File: src/sv/rrtt_pkg.sv
// Package for the round-robin task table: shared types, codes and sizing constants.
// Used by the top level, rrtt_ctrl and rrtt_datapath; depends on nothing.
`timescale 1ns / 1ps

package rrtt_pkg;

   // default table size and the number of slots examined per search cycle
   localparam int SLOT_COUNT_DEF = 16;
   localparam int SCAN_LANES     = 16;

   // widths fixed by the request and response fields
   localparam int ACTION_W = 2;
   localparam int SP_W     = 64;
   localparam int ID_W     = 4;

   typedef enum logic [ACTION_W-1:0] {
      ACT_INIT  = 2'd0,
      ACT_SPAWN = 2'd1,
      ACT_EXIT  = 2'd2,
      ACT_YIELD = 2'd3
   } action_type;

   typedef enum logic [1:0] {
      ST_READY      = 2'd0,
      ST_RUNNING    = 2'd1,
      ST_TERMINATED = 2'd2
   } slot_status_type;

   // status change applied in the cycle a request is taken
   typedef enum logic [2:0] {
      PREP_NONE   = 3'd0,
      PREP_INIT   = 3'd1,
      PREP_SPAWN0 = 3'd2,
      PREP_TERM   = 3'd3,
      PREP_DEMOTE = 3'd4
   } prep_op_type;

   // what the slot search looks for
   typedef enum logic [1:0] {
      SRCH_FREE  = 2'd0,
      SRCH_TERM  = 2'd1,
      SRCH_READY = 2'd2
   } srch_mode_type;

   typedef struct packed {
      logic          load;
      prep_op_type   prep;
      srch_mode_type mode;
      logic          step;
      logic          restart;
      logic          commit;
   } dp_cmd_type;

   typedef struct packed {
      logic has_current;
      logic cur_live;
      logic hit;
      logic last_chunk;
   } dp_status_type;

endpackage

File: src/sv/round_robin_task_table.sv
// Top level of the round-robin task table: joins the controller and the datapath.
// Depends on rrtt_pkg, rrtt_ctrl, rrtt_datapath and rrtt_search.
//
// Usage: drive req_action, req_new_stack_sp and req_kernel_sp with start high;
// the request is taken at a rising edge where start is high and busy is low.
// Busy stays high until the response has been shown. The response is on the
// rsp_ ports for exactly one cycle with rsp_valid high; the receiver cannot
// stall it, so it must capture it in that cycle.
// The response follows the accepting edge, after the slot search where one is run;
// a new request can be taken right after the response.
// Init, spawn without a current task and exit without a live current task run no search.
// Exit and yield search the ready slots; spawn searches the free slots and then,
// if none is free, the terminated slots. Each pass examines up to 16 slots per chunk
// and stops at the chunk holding the first match. A reschedule also
// reads the chosen slot's stack from the stack memory, whose registered read
// overlaps the response cycle.
// Reset clears the used bits and the current task; no clearing pass is run.
`timescale 1ns / 1ps

module round_robin_task_table #(
   parameter int SLOT_COUNT = rrtt_pkg::SLOT_COUNT_DEF
) (
   input  logic                          clock,
   input  logic                          reset,
   input  logic                          start,
   output logic                          busy,
   input  logic [rrtt_pkg::ACTION_W-1:0] req_action,
   input  logic [rrtt_pkg::SP_W-1:0]     req_new_stack_sp,
   input  logic [rrtt_pkg::SP_W-1:0]     req_kernel_sp,
   output logic                          rsp_valid,
   output logic                          rsp_spawn_ok,
   output logic [rrtt_pkg::ID_W-1:0]     rsp_new_task_id,
   output logic                          rsp_switch_valid,
   output logic [rrtt_pkg::SP_W-1:0]     rsp_switch_sp,
   output logic                          rsp_current_valid,
   output logic [rrtt_pkg::ID_W-1:0]     rsp_current_id
);

   rrtt_pkg::dp_cmd_type    cmd;
   rrtt_pkg::dp_status_type status;

   // sequencing of each request
   rrtt_ctrl u_ctrl (
      .clock     (clock),
      .reset     (reset),
      .start     (start),
      .action    (req_action),
      .status    (status),
      .cmd       (cmd),
      .busy      (busy),
      .rsp_valid (rsp_valid)
   );

   // slot table, stack memory and search
   rrtt_datapath #(
      .SLOT_COUNT (SLOT_COUNT)
   ) u_datapath (
      .clock             (clock),
      .reset             (reset),
      .cmd               (cmd),
      .status            (status),
      .req_new_stack_sp  (req_new_stack_sp),
      .req_kernel_sp     (req_kernel_sp),
      .rsp_spawn_ok      (rsp_spawn_ok),
      .rsp_new_task_id   (rsp_new_task_id),
      .rsp_switch_valid  (rsp_switch_valid),
      .rsp_switch_sp     (rsp_switch_sp),
      .rsp_current_valid (rsp_current_valid),
      .rsp_current_id    (rsp_current_id)
   );

endmodule

File: src/sv/rrtt_ctrl.sv
// Controller state machine of the round-robin task table.
// Depends on rrtt_pkg; drives the datapath through command and status structs.
`timescale 1ns / 1ps

module rrtt_ctrl (
   input  logic                         clock,
   input  logic                         reset,
   input  logic                         start,
   input  logic [rrtt_pkg::ACTION_W-1:0] action,
   input  rrtt_pkg::dp_status_type      status,
   output rrtt_pkg::dp_cmd_type         cmd,
   output logic                         busy,
   output logic                         rsp_valid
);

   typedef enum logic [2:0] {
      S_IDLE = 3'b001,
      S_SCAN = 3'b010,
      S_RESP = 3'b100
   } state_type;

   state_type               state_ff, state_in;
   rrtt_pkg::srch_mode_type mode_ff, mode_in;
   rrtt_pkg::action_type    act;

   assign act       = rrtt_pkg::action_type'(action);
   assign busy      = (state_ff != S_IDLE);
   assign rsp_valid = (state_ff == S_RESP);

   // next state and datapath commands
   always_comb begin
      state_in    = state_ff;
      mode_in     = mode_ff;
      cmd         = '0;
      cmd.prep    = rrtt_pkg::PREP_NONE;
      cmd.mode    = mode_ff;
      case (state_ff)
         S_IDLE: begin
            if (start) begin
               cmd.load = 1'b1;
               case (act)
                  rrtt_pkg::ACT_INIT: begin
                     cmd.prep = rrtt_pkg::PREP_INIT;
                     state_in = S_RESP;
                  end
                  rrtt_pkg::ACT_SPAWN: begin
                     if (!status.has_current) begin
                        cmd.prep = rrtt_pkg::PREP_SPAWN0;
                        state_in = S_RESP;
                     end else begin
                        mode_in  = rrtt_pkg::SRCH_FREE;
                        state_in = S_SCAN;
                     end
                  end
                  rrtt_pkg::ACT_EXIT: begin
                     if (status.cur_live) begin
                        cmd.prep = rrtt_pkg::PREP_TERM;
                        mode_in  = rrtt_pkg::SRCH_READY;
                        state_in = S_SCAN;
                     end else begin
                        state_in = S_RESP;
                     end
                  end
                  default: begin
                     cmd.prep = rrtt_pkg::PREP_DEMOTE;
                     mode_in  = rrtt_pkg::SRCH_READY;
                     state_in = S_SCAN;
                  end
               endcase
            end
         end
         S_SCAN: begin
            if (status.hit) begin
               cmd.commit = 1'b1;
               state_in   = S_RESP;
            end else if (status.last_chunk) begin
               // no match in any chunk: a free-slot search falls back to terminated slots
               if (mode_ff == rrtt_pkg::SRCH_FREE) begin
                  mode_in     = rrtt_pkg::SRCH_TERM;
                  cmd.restart = 1'b1;
               end else begin
                  state_in = S_RESP;
               end
            end else begin
               cmd.step = 1'b1;
            end
         end
         S_RESP: begin
            state_in = S_IDLE;
         end
         default: begin
            state_in = S_IDLE;
         end
      endcase
   end

   always_ff @(posedge clock) begin
      if (reset) begin
         state_ff <= S_IDLE;
         mode_ff  <= rrtt_pkg::SRCH_FREE;
      end else begin
         state_ff <= state_in;
         mode_ff  <= mode_in;
      end
   end

endmodule

File: src/sv/rrtt_search.sv
// Circular slot search: examines one chunk of lanes per cycle and returns the first match.
// Depends on nothing but its parameters; used by rrtt_datapath.
`timescale 1ns / 1ps

module rrtt_search #(
   parameter int SLOT_COUNT = 16,
   parameter int LANES      = 16,
   localparam int IDX_W     = $clog2(SLOT_COUNT),
   localparam int CHUNKS    = (SLOT_COUNT + LANES - 1) / LANES,
   localparam int CHUNK_W   = (CHUNKS > 1) ? $clog2(CHUNKS) : 1
) (
   input  logic [SLOT_COUNT-1:0] vec,
   input  logic [IDX_W-1:0]      start_idx,
   input  logic [CHUNK_W-1:0]    chunk,
   output logic                  hit,
   output logic [IDX_W-1:0]      hit_idx
);

   localparam int SUM_W = IDX_W + 2;

   logic [SUM_W-1:0] base;
   logic [SUM_W-1:0] lane_k [LANES];
   logic [SUM_W-1:0] lane_s [LANES];
   logic [IDX_W-1:0] lane_idx [LANES];
   logic [LANES-1:0] hits;
   logic [LANES-1:0] first;

   assign base = SUM_W'(chunk) * SUM_W'(LANES);

   // per lane: position in circular order, wrapped slot index and match
   always_comb begin
      for (int j = 0; j < LANES; j++) begin
         lane_k[j] = base + SUM_W'(j);
         lane_s[j] = SUM_W'(start_idx) + lane_k[j];
         if (lane_s[j] >= SUM_W'(SLOT_COUNT)) begin
            lane_s[j] = lane_s[j] - SUM_W'(SLOT_COUNT);
         end
         lane_idx[j] = IDX_W'(lane_s[j]);
         hits[j]     = (lane_k[j] < SUM_W'(SLOT_COUNT)) && vec[lane_idx[j]];
      end
   end

   // lowest matching lane comes first in circular order
   assign first = hits & (~hits + LANES'(1));
   assign hit   = |hits;

   always_comb begin
      hit_idx = '0;
      for (int j = 0; j < LANES; j++) begin
         if (first[j]) begin
            hit_idx = hit_idx | lane_idx[j];
         end
      end
   end

endmodule

File: src/sv/rrtt_datapath.sv
// Datapath of the round-robin task table: slot flags, stack memory, search and results.
// Depends on rrtt_pkg and rrtt_search; controlled by rrtt_ctrl.
`timescale 1ns / 1ps

module rrtt_datapath #(
   parameter int SLOT_COUNT = rrtt_pkg::SLOT_COUNT_DEF
) (
   input  logic                     clock,
   input  logic                     reset,
   input  rrtt_pkg::dp_cmd_type     cmd,
   output rrtt_pkg::dp_status_type  status,
   input  logic [rrtt_pkg::SP_W-1:0] req_new_stack_sp,
   input  logic [rrtt_pkg::SP_W-1:0] req_kernel_sp,
   output logic                     rsp_spawn_ok,
   output logic [rrtt_pkg::ID_W-1:0] rsp_new_task_id,
   output logic                     rsp_switch_valid,
   output logic [rrtt_pkg::SP_W-1:0] rsp_switch_sp,
   output logic                     rsp_current_valid,
   output logic [rrtt_pkg::ID_W-1:0] rsp_current_id
);

   localparam int IDX_W   = $clog2(SLOT_COUNT);
   localparam int LANES   = (SLOT_COUNT < rrtt_pkg::SCAN_LANES) ? SLOT_COUNT
                                                               : rrtt_pkg::SCAN_LANES;
   localparam int CHUNKS  = (SLOT_COUNT + LANES - 1) / LANES;
   localparam int CHUNK_W = (CHUNKS > 1) ? $clog2(CHUNKS) : 1;
   localparam int SP_W    = rrtt_pkg::SP_W;

   // slot table and scheduler state
   logic [SLOT_COUNT-1:0]     used_ff, used_in;
   rrtt_pkg::slot_status_type status_ff [SLOT_COUNT];
   rrtt_pkg::slot_status_type status_in [SLOT_COUNT];
   logic                      has_ff, has_in;
   logic [IDX_W-1:0]          cur_ff, cur_in;
   logic [SP_W-1:0]           stack_mem_ff [SLOT_COUNT];
   logic [SP_W-1:0]           rd_ff;

   // request copies and result flags
   logic [SP_W-1:0]    new_sp_ff, ksp_ff;
   logic [CHUNK_W-1:0] chunk_ff, chunk_in;
   logic               ok_ff, ok_in;
   logic [IDX_W-1:0]   new_id_ff, new_id_in;
   logic               swv_ff, swv_in;
   logic               bypass_ff, bypass_in;

   // memory port
   logic             mem_we, mem_re;
   logic [IDX_W-1:0] mem_waddr;
   logic [SP_W-1:0]  mem_wdata;

   logic                      cur_live, cur_running, save_ok;
   rrtt_pkg::slot_status_type cur_status;
   logic [SLOT_COUNT-1:0]     srch_vec;
   logic [IDX_W-1:0]          srch_start;
   logic                      hit;
   logic [IDX_W-1:0]          hit_idx;
   logic                      commit_switch, commit_spawn;

   assign cur_status  = status_ff[cur_ff];
   assign cur_live    = has_ff && used_ff[cur_ff];
   assign cur_running = cur_live && (cur_status == rrtt_pkg::ST_RUNNING);
   assign save_ok     = cur_live && (cur_status != rrtt_pkg::ST_TERMINATED)
                        && (ksp_ff != '0);

   assign commit_switch = cmd.commit && (cmd.mode == rrtt_pkg::SRCH_READY);
   assign commit_spawn  = cmd.commit && (cmd.mode != rrtt_pkg::SRCH_READY);

   // candidate vector for the current search
   always_comb begin
      for (int i = 0; i < SLOT_COUNT; i++) begin
         case (cmd.mode)
            rrtt_pkg::SRCH_FREE:  srch_vec[i] = !used_ff[i];
            rrtt_pkg::SRCH_TERM:  srch_vec[i] = (status_ff[i] == rrtt_pkg::ST_TERMINATED);
            rrtt_pkg::SRCH_READY: srch_vec[i] = used_ff[i]
                                                && (status_ff[i] == rrtt_pkg::ST_READY);
            default:              srch_vec[i] = 1'b0;
         endcase
      end
   end

   // reschedule starts after the current slot (at slot 0 without one), spawn searches start at slot 0
   always_comb begin
      srch_start = '0;
      if ((cmd.mode == rrtt_pkg::SRCH_READY) && has_ff) begin
         if (cur_ff == IDX_W'(SLOT_COUNT - 1)) begin
            srch_start = '0;
         end else begin
            srch_start = cur_ff + IDX_W'(1);
         end
      end
   end

   rrtt_search #(
      .SLOT_COUNT (SLOT_COUNT),
      .LANES      (LANES)
   ) u_search (
      .vec       (srch_vec),
      .start_idx (srch_start),
      .chunk     (chunk_ff),
      .hit       (hit),
      .hit_idx   (hit_idx)
   );

   assign status.has_current = has_ff;
   assign status.cur_live    = cur_live;
   assign status.hit         = hit;
   assign status.last_chunk  = (chunk_ff == CHUNK_W'(CHUNKS - 1));

   // slot table update
   always_comb begin
      used_in = used_ff;
      has_in  = has_ff;
      cur_in  = cur_ff;
      for (int i = 0; i < SLOT_COUNT; i++) begin
         status_in[i] = status_ff[i];
      end
      case (cmd.prep)
         rrtt_pkg::PREP_INIT: begin
            used_in      = '0;
            used_in[0]   = 1'b1;
            status_in[0] = rrtt_pkg::ST_RUNNING;
            has_in       = 1'b1;
            cur_in       = '0;
         end
         rrtt_pkg::PREP_SPAWN0: begin
            used_in[0]   = 1'b1;
            status_in[0] = rrtt_pkg::ST_READY;
         end
         rrtt_pkg::PREP_TERM: begin
            status_in[cur_ff] = rrtt_pkg::ST_TERMINATED;
         end
         rrtt_pkg::PREP_DEMOTE: begin
            if (cur_running) begin
               status_in[cur_ff] = rrtt_pkg::ST_READY;
            end
         end
         default: begin
         end
      endcase
      if (commit_switch) begin
         status_in[hit_idx] = rrtt_pkg::ST_RUNNING;
         cur_in             = hit_idx;
         has_in             = 1'b1;
      end
      if (commit_spawn) begin
         used_in[hit_idx]   = 1'b1;
         status_in[hit_idx] = rrtt_pkg::ST_READY;
         if (cur_running && (hit_idx != cur_ff)) begin
            status_in[cur_ff] = rrtt_pkg::ST_READY;
         end
      end
   end

   // stack memory write and read selection
   always_comb begin
      mem_we    = 1'b0;
      mem_waddr = '0;
      mem_wdata = '0;
      mem_re    = commit_switch;
      if (cmd.prep == rrtt_pkg::PREP_INIT) begin
         mem_we = 1'b1;
      end else if (cmd.prep == rrtt_pkg::PREP_SPAWN0) begin
         mem_we    = 1'b1;
         mem_wdata = req_new_stack_sp;
      end else if (commit_spawn) begin
         mem_we    = 1'b1;
         mem_waddr = hit_idx;
         mem_wdata = new_sp_ff;
      end else if (commit_switch && save_ok) begin
         mem_we    = 1'b1;
         mem_waddr = cur_ff;
         mem_wdata = ksp_ff;
      end
   end

   // search position and result flags
   always_comb begin
      chunk_in  = chunk_ff;
      ok_in     = ok_ff;
      new_id_in = new_id_ff;
      swv_in    = swv_ff;
      bypass_in = bypass_ff;
      if (cmd.load || cmd.restart) begin
         chunk_in = '0;
      end else if (cmd.step) begin
         chunk_in = chunk_ff + CHUNK_W'(1);
      end
      if (cmd.load) begin
         ok_in     = 1'b0;
         new_id_in = '0;
         swv_in    = 1'b0;
         bypass_in = 1'b0;
      end
      if (cmd.prep == rrtt_pkg::PREP_SPAWN0) begin
         ok_in = 1'b1;
      end
      if (commit_spawn) begin
         ok_in     = 1'b1;
         new_id_in = hit_idx;
      end
      // a switch sets the valid flag; bypass when the chosen slot is the current one and its stack is being saved now
      if (commit_switch) begin
         swv_in    = 1'b1;
         bypass_in = save_ok && (hit_idx == cur_ff);
      end
   end

   always_ff @(posedge clock) begin
      if (reset) begin
         used_ff   <= '0;
         has_ff    <= 1'b0;
         cur_ff    <= '0;
         chunk_ff  <= '0;
         ok_ff     <= 1'b0;
         new_id_ff <= '0;
         swv_ff    <= 1'b0;
         bypass_ff <= 1'b0;
      end else begin
         used_ff   <= used_in;
         has_ff    <= has_in;
         cur_ff    <= cur_in;
         chunk_ff  <= chunk_in;
         ok_ff     <= ok_in;
         new_id_ff <= new_id_in;
         swv_ff    <= swv_in;
         bypass_ff <= bypass_in;
      end
   end

   // status and request copies carry no reset
   always_ff @(posedge clock) begin
      for (int i = 0; i < SLOT_COUNT; i++) begin
         status_ff[i] <= status_in[i];
      end
      if (cmd.load) begin
         new_sp_ff <= req_new_stack_sp;
         ksp_ff    <= req_kernel_sp;
      end
   end

   // saved stack memory
   always_ff @(posedge clock) begin
      if (mem_we) begin
         stack_mem_ff[mem_waddr] <= mem_wdata;
      end
      if (mem_re) begin
         rd_ff <= stack_mem_ff[hit_idx];
      end
   end

   // response fields
   assign rsp_spawn_ok      = ok_ff;
   assign rsp_new_task_id   = (rrtt_pkg::ID_W)'(new_id_ff);
   assign rsp_switch_valid  = swv_ff;
   assign rsp_switch_sp     = swv_ff ? (bypass_ff ? ksp_ff : rd_ff) : '0;
   assign rsp_current_valid = has_ff;
   assign rsp_current_id    = has_ff ? (rrtt_pkg::ID_W)'(cur_ff) : '0;

endmodule
File: config.mk
export PLATFORM = sky130hd
export DESIGN_NAME = round_robin_task_table
export DESIGN_NICKNAME = d
export VERILOG_FILES = /design/src/sv/rrtt_pkg.sv /design/src/sv/round_robin_task_table.sv /design/src/sv/rrtt_ctrl.sv /design/src/sv/rrtt_search.sv /design/src/sv/rrtt_datapath.sv
export SDC_FILE = /design/constraint.sdc
export NUM_CORES = 2
export LEC_CHECK = 0
export ABC_AREA = 1
export CORE_ASPECT_RATIO = 2
export CORE_MARGIN = 3
export CORE_UTILIZATION = 40
export DETAILED_ROUTE_END_ITERATION = 12
export DONT_BUFFER_PORTS = 1
export PLACE_DENSITY = 0.5
export SLEW_MARGIN = 20
export SYNTH_ARGS = -nofsm -noshare
export SYNTH_HDL_FRONTEND = slang
export SYNTH_SLANG_ARGS = --single-unit
File: constraint.sdc
create_clock -name clock -period 14.9 [get_ports clock]
set_input_delay 2.235 -clock clock [delete_from_list [all_inputs] [get_ports clock]]
set_output_delay 2.235 -clock clock [all_outputs]
set_load 0.01 [all_outputs]
==> run_results.csv <==
group,metric,value,unit
critical_path,r2r-start,"u_datapath.cur_ff[0]",
critical_path,critical_path_required,15250,ps
floorplanning,dieHeight,535,um
final_layout,areaGrowthSynthToFinish,11.0,%
route,drt_first_pass_iters,5,
sta,fin_crit_sh,59.2,%
synth,synth_ff_type,"edfxtp_1",
route,wire_per_inst,22.8,um
clock_network,cts_resized,0,
synth,ys_types,44,
clock_network,clkSinkCount,1286,
synth,synth_warnings,0,
power,p_per_area,183,nW/um2
synth,syn_avg_cell_area,10.2,um2
global_route,grt_max_degree,175,
min_path,min_from,"u_datapath.used_ff[2]",
critical_path,timing.rr.end,"u_datapath.stack_mem_ff[5][17]",
floorplanning,initial_utilization,40.4,%
sta,finalCriticalPeriod,8820,ps
run_status,outcome,"complete, no violations",
sta,setup_viol_count_final,0,
synth,async_flop_share,0,%
final_layout,drive_gt1_share,7.06,%
sta,clock_skew,37.9,ps
floorplanning,num_io_pins,210,
critical_path,crit_arrival,9160,ps
min_path,hold_path_depth,2,
global_route,overflow,0,
min_path,whs_endpoint,"u_datapath.used_ff[2]",
critical_path,rrSetupSlack,6080,ps
sta,max-slew-margin-rel,27.3,%
final_layout,seq_area,37900,um2
final_layout,utilization,44.8,%
global_route,grt_pass1_vias,37486,
final_layout,multi_input_area,15700,um2
critical_path,path_max_fanout,55,
synth,synth_top_cell_by_area,"edfxtp_1",
sta,setup_tns,0,ps
synth,synth_nets,5644,
sta,timing.hold.ws,479,ps
placed_design,place_ws,5900,ps
placed_design,placed_cells,7202,
route,via_count,38122,
floorplanning,core-area,138000,um2
synth,synth_area_leaders,"edfxtp_1 (65%), nand2_1 (18%), dfxtp_1 (2.5%)",
sta,hold_violations,0,
final_layout,layout.cells.most_common,"nand2_1",
route,drt-initial-drc-count,2691,
floorplanning,num_rows,193,
sta,drv_slew,0,
clock_network,clock_path_buffers,3,
synth,synthesis.area,55900,um2
clock_network,cts_root_buf,"clkbuf_16",
route,drc,0,
placed_design,finalWeightedCongestion,0.932,
synth,yosys.area.top_type_share,65.4,%
floorplanning,die_area,144000,um2
critical_path,r2r_cells,26,
global_route,grt_pass1_wl,249000,um
clock_network,cts_tree,"yes",
clock_network,cts.htree.levels,3,
sta,clock.fmax,0.113,GHz
floorplanning,die_w,270,um
clock_network,cts_made_buffers,117,
global_route,antenna_found_initial,1,
sta,setup_ws,6080,ps
critical_path,crit_start,"u_datapath.cur_ff[0]",
run,maxCapViolations,0,
clock_network,cts_hold_buffers,0,
route,via_per_inst,5.13,
synth,ys_seq_area_share,67.9,%
clock_network,post_cts_buffers,0,
critical_path,start_kind,"register",
global_route,grtUsageTotal,23.0,%
final_layout,stdcell_area,62000,um2
synth,ys_ff_latch,1286,
placed_design,dpl-instance-area,58000,um2
final_layout,fin_nets,5623,
sta,tightest_slew,1090,ps
final_layout,nFillCells,13000,
clock_network,path_clk_slew,70,ps
final_layout,instances_no_fill,7436,
synth,synthCells,5500,
clock_network,clkLatencyLatePin,750,ps
route,ant_nets,0,
synth,synth-edff-count,1216,
critical_path,crit_type,"register to register",
power,vdd_drop_max,0.000151,V
critical_path,cp-end-kind,"register",
placed_design,io_buffers,0,
placed_design,hpwl,107000,um
final_layout,final_cell_mix,"nand2_1 (2663), edfxtp_1 (1216), nand3_1 (258)",
min_path,hp-class,"register to register",
power,p_total,11.3,mW
route,drt_wl_total,169000,um
power,leakagePower,24.2,nW
sta,rsz0062_at_grt,"false",
## metal layers
layer	global-route usage [%]	part of all wire [%]	up-vias
met5	0	0	-
met4	9.63	4.2	0
met3	2.95	4.8	294
met2	42.7	52	1092
met1	26.8	39	18437
li1	-	-	18299
## worst max-delay path by stage
stage                                      endpoint  cells after the start
global placement    u_datapath.stack_mem_ff[10][51]                     26
finish               u_datapath.stack_mem_ff[5][17]                     26
CTS                 u_datapath.stack_mem_ff[10][36]                     26
floorplan             u_datapath.stack_mem_ff[4][0]                      8
detailed placement  u_datapath.stack_mem_ff[10][57]                     26
global route         u_datapath.stack_mem_ff[5][17]                     26
## state kept, by name, indices dropped and copies added (netlist names), named ones only
| register | cells |
|---|---|
| u_ctrl.state_ff | 3 |
| u_datapath.chunk_ff | 1 |
| u_datapath.bypass_ff | 1 |
| u_datapath.cur_ff | 4 |
| u_datapath.used_ff | 16 |
| u_datapath.ksp_ff | 64 |
| u_datapath.new_sp_ff | 64 |
| u_datapath.rsp_spawn_ok | 1 |
| u_datapath.rsp_switch_valid | 1 |
| u_datapath.rsp_current_valid | 1 |
| u_datapath.rsp_new_task_id | 4 |
| u_datapath.rd_ff | 64 |
| u_datapath.stack_mem_ff | 1024 |
| u_datapath.status_ff | 32 |
| u_ctrl.mode_ff | 2 |
## final cells by class
type	count	share of cell area, %
sequential	1286	61.2
multi-input combinational	3676	25.3
clock buffer	126	4.78
tap	1852	3.74
timing repair buffer	127	1.72
inverter	271	1.70
clock inverter	96	1.55
antenna	2	0.00807
## synthesized netlist by cell type, drive strengths merged (2+ instances only)
cell type / count
nand2: 2679
nor2: 188
dfxtp: 70
buf: 188
nor4: 4
clkbuf: 79
mux2i: 4
ha: 11
a21o: 13
nand3: 265
a211oi: 2
o21ai: 172
xnor2: 2
edfxtp: 1216
nand4: 89
clkinv: 6
o211ai: 67
xor2: 6
a22oi: 4
a21oi: 148
nor3: 14
inv: 265
## report_power, final
group	internal (mW)	switching [mW]	leakage (nW)
Clock	1.72	1.39	1.89
Combinational	0.963	2.90	10.5
Sequential	4.29	0.0471	11.8
Total	6.98	4.34	24.2
## kinds of logic after synthesis
kind of cell,after synthesis,synth area share [%]
DFF,1286,67.9
and+or+nand+nor,3242,23.2
buffers and inverters,538,4.36
adders and majority gates,11,0.246
AOI/OAI and AO/OA,411,4.10
xor gates and xnor gates,8,0.172
muxes,4,0.0717
## worst max-delay path, stage by stage (launching register included)
cell and delay [ps]:
dfxtp_1 300, buf_4 190, inv_1 330, ha_1 300, nand2_1 480, clkinv_1 510, ha_1 380, xnor2_2 340
inv_1 250, nand3_1 160, nand3_1 90, nand3_1 200, nand2_1 160, nor2_4 180, nand2_2 100, nor2_4 140
nand2_1 250, nand3_1 150, buf_4 350, clkinv_2 480, buf_4 520, nand2_1 190, o21ai_0 270, inv_1 160
nand2_1 240, nor2_4 760, buf_4 820
Power figures use the tool's default switching activity.
